## config.mk

```make
export PLATFORM = sky130hd
export DESIGN_NAME = message_field_deframer_flat
export DESIGN_NICKNAME = d
export VERILOG_FILES = /design/src/hdl/msgd_pkg.sv /design/src/hdl/msgd_in_if.sv /design/src/hdl/msgd_out_if.sv /design/src/hdl/msgd_dec_acc.sv /design/src/hdl/msgd_step.sv /design/src/hdl/message_field_deframer.sv /design/src/flat_wrapper.sv
export SDC_FILE = /design/constraint.sdc
export NUM_CORES = 1
export LEC_CHECK = 0
export ABC_CLOCK_PERIOD_IN_PS = 7200
export BUFFER_PORTS_ARGS = -buffer_cell sky130_fd_sc_hd__buf_2
export CAP_MARGIN = 25
export CELL_PAD_IN_SITES_DETAIL_PLACEMENT = 1
export CELL_PAD_IN_SITES_GLOBAL_PLACEMENT = 2
export CORE_UTILIZATION = 43
export DETAILED_ROUTE_END_ITERATION = 16
export PLACE_DENSITY = 0.87
export SYNTH_ARGS = -nofsm -noshare
export SYNTH_HDL_FRONTEND = slang
export SYNTH_SLANG_ARGS = --single-unit
```

## constraint.sdc

```tcl
create_clock -name clk_i -period 7.2 [get_ports clk_i]
set_clock_uncertainty 0.05 [all_clocks]
set_input_delay 0.36 -clock clk_i [delete_from_list [all_inputs] [get_ports clk_i]]
set_output_delay 0.36 -clock clk_i [all_outputs]
set_load 0.03 [all_outputs]
```

## src/hdl/msgd_pkg.sv

```systemverilog
// package for the message field deframer: section, kind and error codes,
// frame length limit, head/tail marks and the parser state type
// no dependencies
package msgd_pkg;

  localparam int unsigned MAX_FRAME_LEN = 1024;
  localparam int unsigned FC_W = $clog2(MAX_FRAME_LEN + 1);
  localparam logic [FC_W-1:0] FC_MAX = FC_W'(MAX_FRAME_LEN);

  localparam int unsigned VALUE_W = 31;
  localparam logic [VALUE_W-1:0] VALUE_MAX = {VALUE_W{1'b1}};

  localparam logic [7:0] SPLIT_CHAR = 8'h0A;
  localparam logic [3:0] MARK_LEN = 4'd8;
  localparam logic [63:0] HEAD_MARK = "X-HEAD-X";
  localparam logic [63:0] TAIL_MARK = "Z-TAIL-Z";

  typedef enum logic [2:0] {
    SECT_HEAD     = 3'd0,
    SECT_TYPE     = 3'd1,
    SECT_SENDER   = 3'd2,
    SECT_RECEIVER = 3'd3,
    SECT_CONTENT  = 3'd4,
    SECT_DATETIME = 3'd5,
    SECT_TAIL     = 3'd6
  } sect_e;

  typedef enum logic [2:0] {
    KIND_TYPE     = 3'd0,
    KIND_SENDER   = 3'd1,
    KIND_RECEIVER = 3'd2,
    KIND_CONTENT  = 3'd3,
    KIND_DATETIME = 3'd4,
    KIND_ACCEPTED = 3'd5,
    KIND_REJECTED = 3'd6
  } kind_e;

  typedef enum logic [1:0] {
    ERR_OK       = 2'd0,
    ERR_BAD_HEAD = 2'd1,
    ERR_BAD_TAIL = 2'd2,
    ERR_TOO_LONG = 2'd3
  } err_e;

  typedef struct packed {
    sect_e              section;
    logic [3:0]         match_pos;
    logic               mismatch;
    logic [VALUE_W-1:0] number_acc;
    logic               digits_stopped;
    logic [FC_W-1:0]    frame_count;
  } state_t;

  typedef struct packed {
    logic               has;
    kind_e              kind;
    logic [VALUE_W-1:0] value;
    err_e               error;
  } result_t;

  // byte at position pos of the head or tail mark, first character first
  function automatic logic [7:0] mark_char(input logic tail, input logic [2:0] pos);
    logic [5:0] lsb;
    lsb = {3'd7 - pos, 3'b000};
    mark_char = tail ? TAIL_MARK[lsb +: 8] : HEAD_MARK[lsb +: 8];
  endfunction

endpackage

```

## src/hdl/msgd_in_if.sv

```systemverilog
// input channel of the message field deframer: one stream byte per word
// no dependencies
interface msgd_in_if;
  logic       valid;
  logic       ready;
  logic [7:0] in_byte;

  modport source (output valid, output in_byte, input ready);
  modport sink (input valid, input in_byte, output ready);
endinterface

```

## src/hdl/msgd_out_if.sv

```systemverilog
// output channel of the message field deframer: one parsed result per word
// no dependencies
interface msgd_out_if;
  logic        valid;
  logic        ready;
  logic [2:0]  out_kind;
  logic [30:0] out_value;
  logic [1:0]  out_error;

  modport source (output valid, output out_kind, output out_value, output out_error,
                  input ready);
  modport sink (input valid, input out_kind, input out_value, input out_error,
                output ready);
endinterface

```

## src/hdl/msgd_dec_acc.sv

```systemverilog
// decimal accumulate step: acc*10 + digit with saturation
// depends on msgd_pkg
module msgd_dec_acc
  import msgd_pkg::*;
(
  input  logic [VALUE_W-1:0] acc_i,
  input  logic [7:0]         byte_i,
  output logic [VALUE_W-1:0] acc_o,
  output logic               digit_o
);

  localparam int unsigned SUM_W = VALUE_W + 4;

  logic [SUM_W-1:0] sum;
  logic [3:0]       digit;

  assign digit_o = (byte_i >= 8'h30) && (byte_i <= 8'h39);
  assign digit   = 4'(byte_i - 8'h30);

  // times ten as two shifts
  assign sum = {1'b0, acc_i, 3'b000} + {3'b000, acc_i, 1'b0} + SUM_W'(digit);

  assign acc_o = (sum > SUM_W'(VALUE_MAX)) ? VALUE_MAX : sum[VALUE_W-1:0];

endmodule

```

## src/hdl/msgd_step.sv

```systemverilog
// per-byte parser step: next parser state and the optional result word
// depends on msgd_pkg and msgd_dec_acc
module msgd_step
  import msgd_pkg::*;
(
  input  state_t     state_i,
  input  logic [7:0] byte_i,
  output state_t     state_o,
  output result_t    result_o
);

  logic [VALUE_W-1:0] acc_nxt;
  logic               is_digit;
  logic               is_nl;
  logic               mark_hit;
  logic               line_ok;

  msgd_dec_acc u_dec (
    .acc_i   (state_i.number_acc),
    .byte_i  (byte_i),
    .acc_o   (acc_nxt),
    .digit_o (is_digit)
  );

  assign is_nl    = (byte_i == SPLIT_CHAR);
  assign mark_hit = (mark_char(state_i.section == SECT_TAIL, state_i.match_pos[2:0]) == byte_i);
  assign line_ok  = !state_i.mismatch && (state_i.match_pos == MARK_LEN);

  always_comb begin
    state_o        = state_i;
    result_o.has   = 1'b0;
    result_o.kind  = KIND_TYPE;
    result_o.value = '0;
    result_o.error = ERR_OK;

    if (state_i.frame_count >= FC_MAX) begin
      state_o        = '0;
      result_o.has   = 1'b1;
      result_o.kind  = KIND_REJECTED;
      result_o.error = ERR_TOO_LONG;
    end else begin
      state_o.frame_count = state_i.frame_count + FC_W'(1);
      case (state_i.section)
        SECT_TYPE, SECT_SENDER, SECT_RECEIVER, SECT_DATETIME: begin
          if (is_nl) begin
            result_o.has   = 1'b1;
            result_o.kind  = (state_i.section == SECT_DATETIME) ? KIND_DATETIME :
                             kind_e'(3'(state_i.section) - 3'd1);
            result_o.value = state_i.number_acc;
            state_o.number_acc     = '0;
            state_o.digits_stopped = 1'b0;
            state_o.section        = sect_e'(3'(state_i.section) + 3'd1);
          end else if (!state_i.digits_stopped && is_digit) begin
            state_o.number_acc = acc_nxt;
          end else begin
            state_o.digits_stopped = 1'b1;
          end
        end
        SECT_CONTENT: begin
          if (is_nl) begin
            state_o.section = SECT_DATETIME;
          end else begin
            result_o.has   = 1'b1;
            result_o.kind  = KIND_CONTENT;
            result_o.value = VALUE_W'(byte_i);
          end
        end
        SECT_TAIL: begin
          if (is_nl) begin
            state_o        = '0;
            result_o.has   = 1'b1;
            result_o.kind  = line_ok ? KIND_ACCEPTED : KIND_REJECTED;
            result_o.error = line_ok ? ERR_OK : ERR_BAD_TAIL;
          end else if (state_i.match_pos >= MARK_LEN) begin
            state_o.mismatch = 1'b1;
          end else begin
            state_o.mismatch  = state_i.mismatch | !mark_hit;
            state_o.match_pos = state_i.match_pos + 4'd1;
          end
        end
        default: begin
          // head line, also the unused section code
          if (is_nl) begin
            if (line_ok) begin
              state_o.section        = SECT_TYPE;
              state_o.match_pos      = '0;
              state_o.mismatch       = 1'b0;
              state_o.number_acc     = '0;
              state_o.digits_stopped = 1'b0;
            end else begin
              state_o        = '0;
              result_o.has   = 1'b1;
              result_o.kind  = KIND_REJECTED;
              result_o.error = ERR_BAD_HEAD;
            end
          end else if (state_i.match_pos >= MARK_LEN) begin
            state_o.mismatch = 1'b1;
          end else begin
            state_o.mismatch  = state_i.mismatch | !mark_hit;
            state_o.match_pos = state_i.match_pos + 4'd1;
          end
        end
      endcase
    end
  end

endmodule

```

## src/hdl/message_field_deframer.sv

```systemverilog
// Message field deframer: takes one byte of a framed stream per cycle while
// the output does not stall, and gives at most one result word per byte
// (numeric field values, content bytes, frame accept or reject). A byte is
// registered on acceptance and parsed from that register by one decimal
// multiply-by-ten add and mark compare; its result is loaded into the output
// register when that register is empty or being taken, else the byte waits;
// the sustained rate is one byte per cycle without output stalls.
// Bytes that give no result pass even while a result waits at the output.
// Depends on msgd_pkg, msgd_in_if, msgd_out_if, msgd_step and msgd_dec_acc.
module message_field_deframer
  import msgd_pkg::*;
(
  input  logic        clk_i,
  input  logic        rst_ni,
  msgd_in_if.sink     in_i,
  msgd_out_if.source  out_o
);

  logic       in_valid_q;
  logic [7:0] in_byte_q;
  state_t     state_q;
  state_t     state_d;
  result_t    result;
  logic       fire;
  logic       in_ready;

  logic               out_valid_q;
  kind_e              out_kind_q;
  logic [VALUE_W-1:0] out_value_q;
  err_e               out_error_q;

  msgd_step u_step (
    .state_i  (state_q),
    .byte_i   (in_byte_q),
    .state_o  (state_d),
    .result_o (result)
  );

  // a byte without result never waits for the output register
  assign fire     = in_valid_q && (!result.has || !out_valid_q || out_o.ready);
  assign in_ready = !in_valid_q || fire;

  always_ff @(posedge clk_i or negedge rst_ni) begin
    if (!rst_ni) begin
      in_valid_q  <= 1'b0;
      out_valid_q <= 1'b0;
      state_q     <= '0;
    end else begin
      if (in_i.valid && in_ready) begin
        in_valid_q <= 1'b1;
      end else if (fire) begin
        in_valid_q <= 1'b0;
      end
      if (fire) begin
        state_q <= state_d;
      end
      if (fire && result.has) begin
        out_valid_q <= 1'b1;
      end else if (out_o.ready) begin
        out_valid_q <= 1'b0;
      end
    end
  end

  always_ff @(posedge clk_i) begin
    if (in_i.valid && in_ready) begin
      in_byte_q <= in_i.in_byte;
    end
    if (fire && result.has) begin
      out_kind_q  <= result.kind;
      out_value_q <= result.value;
      out_error_q <= result.error;
    end
  end

  assign in_i.ready      = in_ready;
  assign out_o.valid     = out_valid_q;
  assign out_o.out_kind  = 3'(out_kind_q);
  assign out_o.out_value = out_value_q;
  assign out_o.out_error = 2'(out_error_q);

endmodule
```

## src/flat_wrapper.sv

```systemverilog
// flat-port wrapper written by rule: the top's interface ports become plain ports
module message_field_deframer_flat import msgd_pkg::*;
  (clk_i, rst_ni, in_i_valid, in_i_in_byte, in_i_ready, out_o_valid, out_o_out_kind, out_o_out_value, out_o_out_error, out_o_ready);
  msgd_in_if in_i_i ();
  msgd_out_if out_o_i ();
  input  logic clk_i;
  input  logic rst_ni;
  input wire logic [$bits(in_i_i.valid)-1:0] in_i_valid;
  input wire logic [$bits(in_i_i.in_byte)-1:0] in_i_in_byte;
  output wire logic [$bits(in_i_i.ready)-1:0] in_i_ready;
  output wire logic [$bits(out_o_i.valid)-1:0] out_o_valid;
  output wire logic [$bits(out_o_i.out_kind)-1:0] out_o_out_kind;
  output wire logic [$bits(out_o_i.out_value)-1:0] out_o_out_value;
  output wire logic [$bits(out_o_i.out_error)-1:0] out_o_out_error;
  input wire logic [$bits(out_o_i.ready)-1:0] out_o_ready;
  assign in_i_i.valid = in_i_valid;
  assign in_i_i.in_byte = in_i_in_byte;
  assign in_i_ready = in_i_i.ready;
  assign out_o_valid = out_o_i.valid;
  assign out_o_out_kind = out_o_i.out_kind;
  assign out_o_out_value = out_o_i.out_value;
  assign out_o_out_error = out_o_i.out_error;
  assign out_o_i.ready = out_o_ready;
  message_field_deframer u_core (.clk_i(clk_i), .rst_ni(rst_ni), .in_i(in_i_i), .out_o(out_o_i));
endmodule
```

After elaboration in Yosys (flattened, before gate mapping). Index checks and enable logic that the tools add are counted.

Bits in registers: 97. Input port bits: 12.

$add $sub $neg: 8. Equality and inequality tests: 13. Bitwise gates (word level): 1. Reduce and logical (&&, ||, !) cells: 26. Shifts and indexed selects: 2. Muxes and demuxes: 41. $lt $le $gt $ge: 5.

Operators by type and width (number): variable part select 64 x 7 -> 8 bit (first input constant) (2); case mux 32 bit (3 select lines) (1); two-way mux 43 bit (2); two-way mux 35 bit (2); two-way mux 31 bit (2); case mux 31 bit (2 select lines) (1); two-way mux 51 bit (1); two-way mux 38 bit (1); adder 34 x 32 -> 35 bit (1); adder 35 x 4 -> 35 bit (1); greater-than comparator 35 x 31 -> 1 bit (second input constant) (1); two-way mux 32 bit (1); case mux 11 bit (2 select lines) (1); two-way mux 4 bit (5); two-way mux 3 bit (5); case mux 4 bit (3 select lines) (1); adder 11 x 1 -> 11 bit (second input constant) (1); >= comparator 11 bit (second input constant) (1); two-way mux 11 bit (1); two-way mux 5 bit (2); case mux 5 bit (2 select lines) (1); AND reduction 5 bit (2); equality test 3 bit (second input constant) (3); case mux 3 bit (3 select lines) (1); 30 further kinds (56).

Longest topological paths before layout.
Depth after elaboration: 13. Gate-level depth with buffers: 14. Mapped depth without buffers: 13.

Cells and area by module. A second synthesis with hierarchy kept.

Cell total of the unflattened synthesis: 981. Area total of the unflattened synthesis: 8831.0 um2.

By module, submodules not included: message_field_deframer (area an instance 4538.1 um2, instances 1, cells an instance 344); msgd_dec_acc (area an instance 2509.9 um2, instances 1, cells an instance 343); msgd_step (area an instance 1783.0 um2, instances 1, cells an instance 294).

Worst setup path before layout. No wires, ideal clock.

Path type: register to register. From: reg u_core.state_q[45] (netlist name). To: reg u_core.out_error_q[0] (netlist: u_core.out_o.out_error[0]) (enable). Buffers on the path: 3. Cell stages (with the launch flop): 12. Data arrival time: 3.672 ns. Slack: 3.049 ns. Cells stage by stage: dfrtp_1 clkbuf_1 inv_1 ha_1 or4b_1 buf_4 nand2_2 nand3_2 a21boi_4 o21ai_2 clkbuf_1 nor2_1.

Word-level cells in the longest chain between the ends: 11.

RTL lines: start, declared (RTL line message_field_deframer.sv:21) `state_t state_q;`; start signal, assigned (RTL line message_field_deframer.sv:55) `state_q <= state_d;`; equality test 4 bit (*) (RTL line msgd_step.sv:27) `assign line_ok = !state_i.mismatch && (state_i.match_pos == MARK_LEN);`; logical AND 1 bit (*) (RTL line msgd_step.sv:27); two-way mux 4 bit (*) (RTL line msgd_step.sv:84) `if (line_ok) begin`; two-way mux 4 bit (*) (RTL line msgd_step.sv:83) `if (is_nl) begin`; case mux 4 bit (3 select lines) (*) (RTL line msgd_step.sv:43) `case (state_i.section)`; two-way mux 4 bit (*) (RTL line msgd_step.sv:36) `if (state_i.frame_count >= FC_MAX) begin`; logical NOT 1 bit (RTL line message_field_deframer.sv:40) `assign fire = in_valid_q && (!result.has || !out_valid_q || out_o.ready);`; logical OR 1 bit (2 in a row) (RTL line message_field_deframer.sv:40); logical AND 1 bit (RTL line message_field_deframer.sv:40); logical AND 1 bit (*) (RTL line message_field_deframer.sv:69) `if (fire && result.has) begin`; end signal, assigned (RTL line message_field_deframer.sv:72) `out_error_q <= result.error;`; end, declared (RTL line message_field_deframer.sv:30) `err_e out_error_q;`.

Mark *: on every way between the ends. The rest lies on a longest branch, timed or not. A chain may end at the register's enable or synchronous reset.

Worst setup path after layout.
From: reg u_core.state_q[12] (netlist name). To: reg u_core.state_q[32] (netlist name).

Word-level cells in the longest chain between the ends: 8.

RTL lines: adder 34 x 32 -> 35 bit (*) (RTL line msgd_dec_acc.sv:21) `assign sum = {1'b0, acc_i, 3'b000} + {3'b000, acc_i, 1'b0} + SUM_W'(digit);`; adder 35 x 4 -> 35 bit (*) (RTL line msgd_dec_acc.sv:21); greater-than comparator 35 x 31 -> 1 bit (RTL line msgd_dec_acc.sv:23) `assign acc_o = (sum > SUM_W'(VALUE_MAX)) ? VALUE_MAX : sum[VALUE_W-1:0];`; two-way mux 31 bit (*) (RTL line msgd_dec_acc.sv:23); two-way mux 31 bit (*) (RTL line msgd_step.sv:53) `end else if (!state_i.digits_stopped && is_digit) begin`; two-way mux 32 bit (*) (RTL line msgd_step.sv:45) `if (is_nl) begin`; case mux 32 bit (3 select lines) (*) (RTL line msgd_step.sv:43); two-way mux 51 bit (*) (RTL line msgd_step.sv:36).

Mark *: on every way between the ends. The rest lies on a longest branch, timed or not. The select of a mux whose other input is x is not followed.

==> flow_summary.json <==
{
  "viasPerCell": 5.97,
  "timing.fmax_ghz": 0.241,
  "grt-ovfl-total": 0,
  "ctsHoldBuffers": 0,
  "start_kind": "register",
  "holdWs_ps": 92.1,
  "placedCellCount": 868,
  "max_stage_delay_ps": 600,
  "via_count": 5279,
  "yosysSeqAreaShare_pct": 40.1,
  "setup-tns-final_ps": 0,
  "grt_start_max_net_pins": 54,
  "drive_gt1_share_pct": 13.3,
  "firstDrtPassIters": 5,
  "avgSynthCellArea_sq_um": 10.0,
  "worst_path_max_delay_cell": "fa_1",
  "fin_crit_ps": 4160,
  "yosysTopAreaCell": "dfrtp_1",
  "cts.path.max_buffers": 2,
  "critical-path-top-delay-family": "compound AO/OA/AOI/OAI gates",
  "hpwl_um": 12800,
  "rsz0062_at_grt": "false",
  "syn_nets": 750,
  "hold_class": "in -> async",
  "synth_flop_cell": "dfrtp_1",
  "ctsResizeCount": 0,
  "worst_path_most_repeated_cell": "inv_1",
  "drv_cap": 0,
  "crit_cells": 14,
  "synth_edf_count": 44,
  "regArea_sq_um": 2650,
  "antenna_found_initial": 0,
  "finalMaxSlewViolations": 0,
  "synth_area_leaders": "dfrtp_1 (20%), edfxtp_1 (20%), ha_1 (15%)",
  "slew_headroom_pct": 22.2,
  "tritoncts": "built",
  "power.density_nw_per_um2": 184,
  "utilization_pct": 49.6,
  "crit_buf_inv": 3,
  "status": "finished, final reports clean",
  "drc": 0,
  "cts_root_buf": "clkbuf_16",
  "fin_crit_sh_pct": 57.7,
  "grt_pass1_wl_um": 28700,
  "dp_slack_ps": 3050,
  "htree_num_levels": 3,
  "fp.dieArea_sq_um": 15800,
  "ys_ff_latch": 97,
  "cts_buffers": 9,
  "fillers": 1671,
  "multi_input_area_sq_um": 3730,
  "required_ps": 7390,
  "path_max_fanout": 26,
  "worst_pin_slew_ps": 1140,
  "netlist_area_sq_um": 6600,
  "p_leak_nw": 3.38,
  "synth.most_common_cell": "ha_1",
  "report.final.setup_viol": 0,
  "antenna_cells": 0,
  "r2r_setup_slack_ps": 3040,
  "gp_congestion": 0.861,
  "async_flop_share_pct": 54.6,
  "initial_core_util_pct": 44.7,
  "vdd_ir_drop_max_v": 0.000155,
  "die_x_um": 126,
  "grt_pass1_vias": 5547,
  "final_cells": 884,
  "synth_top_cell_area_share_pct": 20.1,
  "coreArea_sq_um": 14800,
  "finalHoldViolations": 0,
  "clkLatencyLatePin_ps": 360,
  "cts_setup_buffers": 0,
  "die_h_um": 126,
  "worst_ep_arrival_time_ps": 4350,
  "wl_per_cell_um": 19.5,
  "cp-end-kind": "register",
  "worst_slack_ps": 3040,
  "rr_worst_depth": 14,
  "yosysWarnings": 0,
  "ys_types": 69,
  "io_pins": 50,
  "numPortBuffers": 49,
  "gr-usage-all-layers_pct": 22.9,
  "critPathKind": "reg -> reg",
  "synth.cells.most_frequent": "ha_1 (78), dfrtp_1 (53), nand2_1 (52), a21oi_1 (50), edfxtp_1 (44)",
  "fin_nets": 787,
  "ant_nets": 0,
  "path_clk_slew_ps": 70,
  "crit_chain": "inv_1, fa_1, inv_1, ha_1, a211oi_1, o211ai_1, a22oi_1, nand2_2, a41o_2, a21oi_2, mux2_4, o31a_1, buf_4, a221o_1",
  "cts_sinks": 97,
  "routed_wl_um": 17300,
  "drt_iter0_drc": 306,
  "row_count": 44,
  "syn_inst": 658,
  "areaGrowthSynthToFinish_pct": 11.0
}
-- sequential cells by signal (all words and copies together) (netlist names) --
signal / cells
u_core.state_q: 51
u_core.out_o.out_value: 31
u_core.in_byte_q: 8
u_core.out_o.out_kind: 3
u_core.out_o.out_error: 2
u_core.in_valid_q: 1
u_core.out_o.valid: 1
-- power breakdown --
part	total, W	switching [W]	internal (W)
clock	0.000507	0.000234	0.000273
sequential	0.000658	0.0000516	0.000606
combinational	0.000180	0.000102	0.0000778
total	0.00135	0.000388	0.000957
-- final cells by class --
| class | count | share of cell area, % |
|---|---|---|
| well taps | 184 | 3.14 |
| multi-input cells | 505 | 50.9 |
| flip-flops and latches | 97 | 36.1 |
| clock inverters | 7 | 1.06 |
| repair buffers | 56 | 4.34 |
| inverters | 26 | 1.33 |
| clock buffers | 9 | 3.07 |
-- placed cells by master, fill, tap and decap left out, drive strengths merged, types with 10 or more instances in the layout --
master   n
and2    25
xor2    14
nor2    37
a221o   31
nand2   54
a21oi   51
xnor2   20
dfrtp   53
nor3    10
ha      78
edfxtp  44
inv     29
a21o    13
o21ai   58
buf     56
-- cells by family after synthesis --
group,count (synthesis),synth area share [%]
muxes,6,0.986
DFF,97,40.1
and+or+nand+nor,171,13.0
buffers and inverters,56,3.70
xor gates and xnor gates,34,4.51
AOI/OAI and AO/OA,214,22.2
adders and majority gates,80,15.4
-- path summary, 6_finish.rpt --
check	startpoint	endpoint
setup / recovery	u_core.state_q[12]	u_core.state_q[32]
hold / removal	rst_ni	u_core.state_q[21]
setup reg to reg	u_core.state_q[12]	u_core.state_q[32]
hold reg to reg	u_core.state_q[9]	u_core.state_q[9]
max in group asynchronous	rst_ni	u_core.state_q[0]
min in group clk_i	in_i_in_byte[5]	u_core.in_byte_q[5]
-- worst reg2reg max path, stage by stage (launching register included) --
cell and delay (ps):
dfrtp_1 410, inv_1 80, fa_1 600, inv_1 60, ha_1 310, a211oi_1 320
o211ai_1 130, a22oi_1 250, nand2_2 110, a41o_2 320, a21oi_2 150, mux2_4 310
o31a_1 370, buf_4 280, a221o_1 310
-- layer usage --
metal / vias up / track usage [%] / part of all wire [%]
li1: 2538 / - / -
met1: 2635 / 30.8 / 48
met2: 87 / 38.0 / 47
met3: 19 / 4.16 / 3.6
met4: 0 / 6.38 / 1.5
met5: - / 0 / 0
-- through the flow --
stage                     power [W]  area, sq um
after floorplan            0.000790         6600
after global placement     0.000836         6990
after detailed placement   0.000852         7020
after CTS                   0.00136         7320
after global routing        0.00141         7320
final                       0.00135         7320
Power figures use the tool's default switching activity.
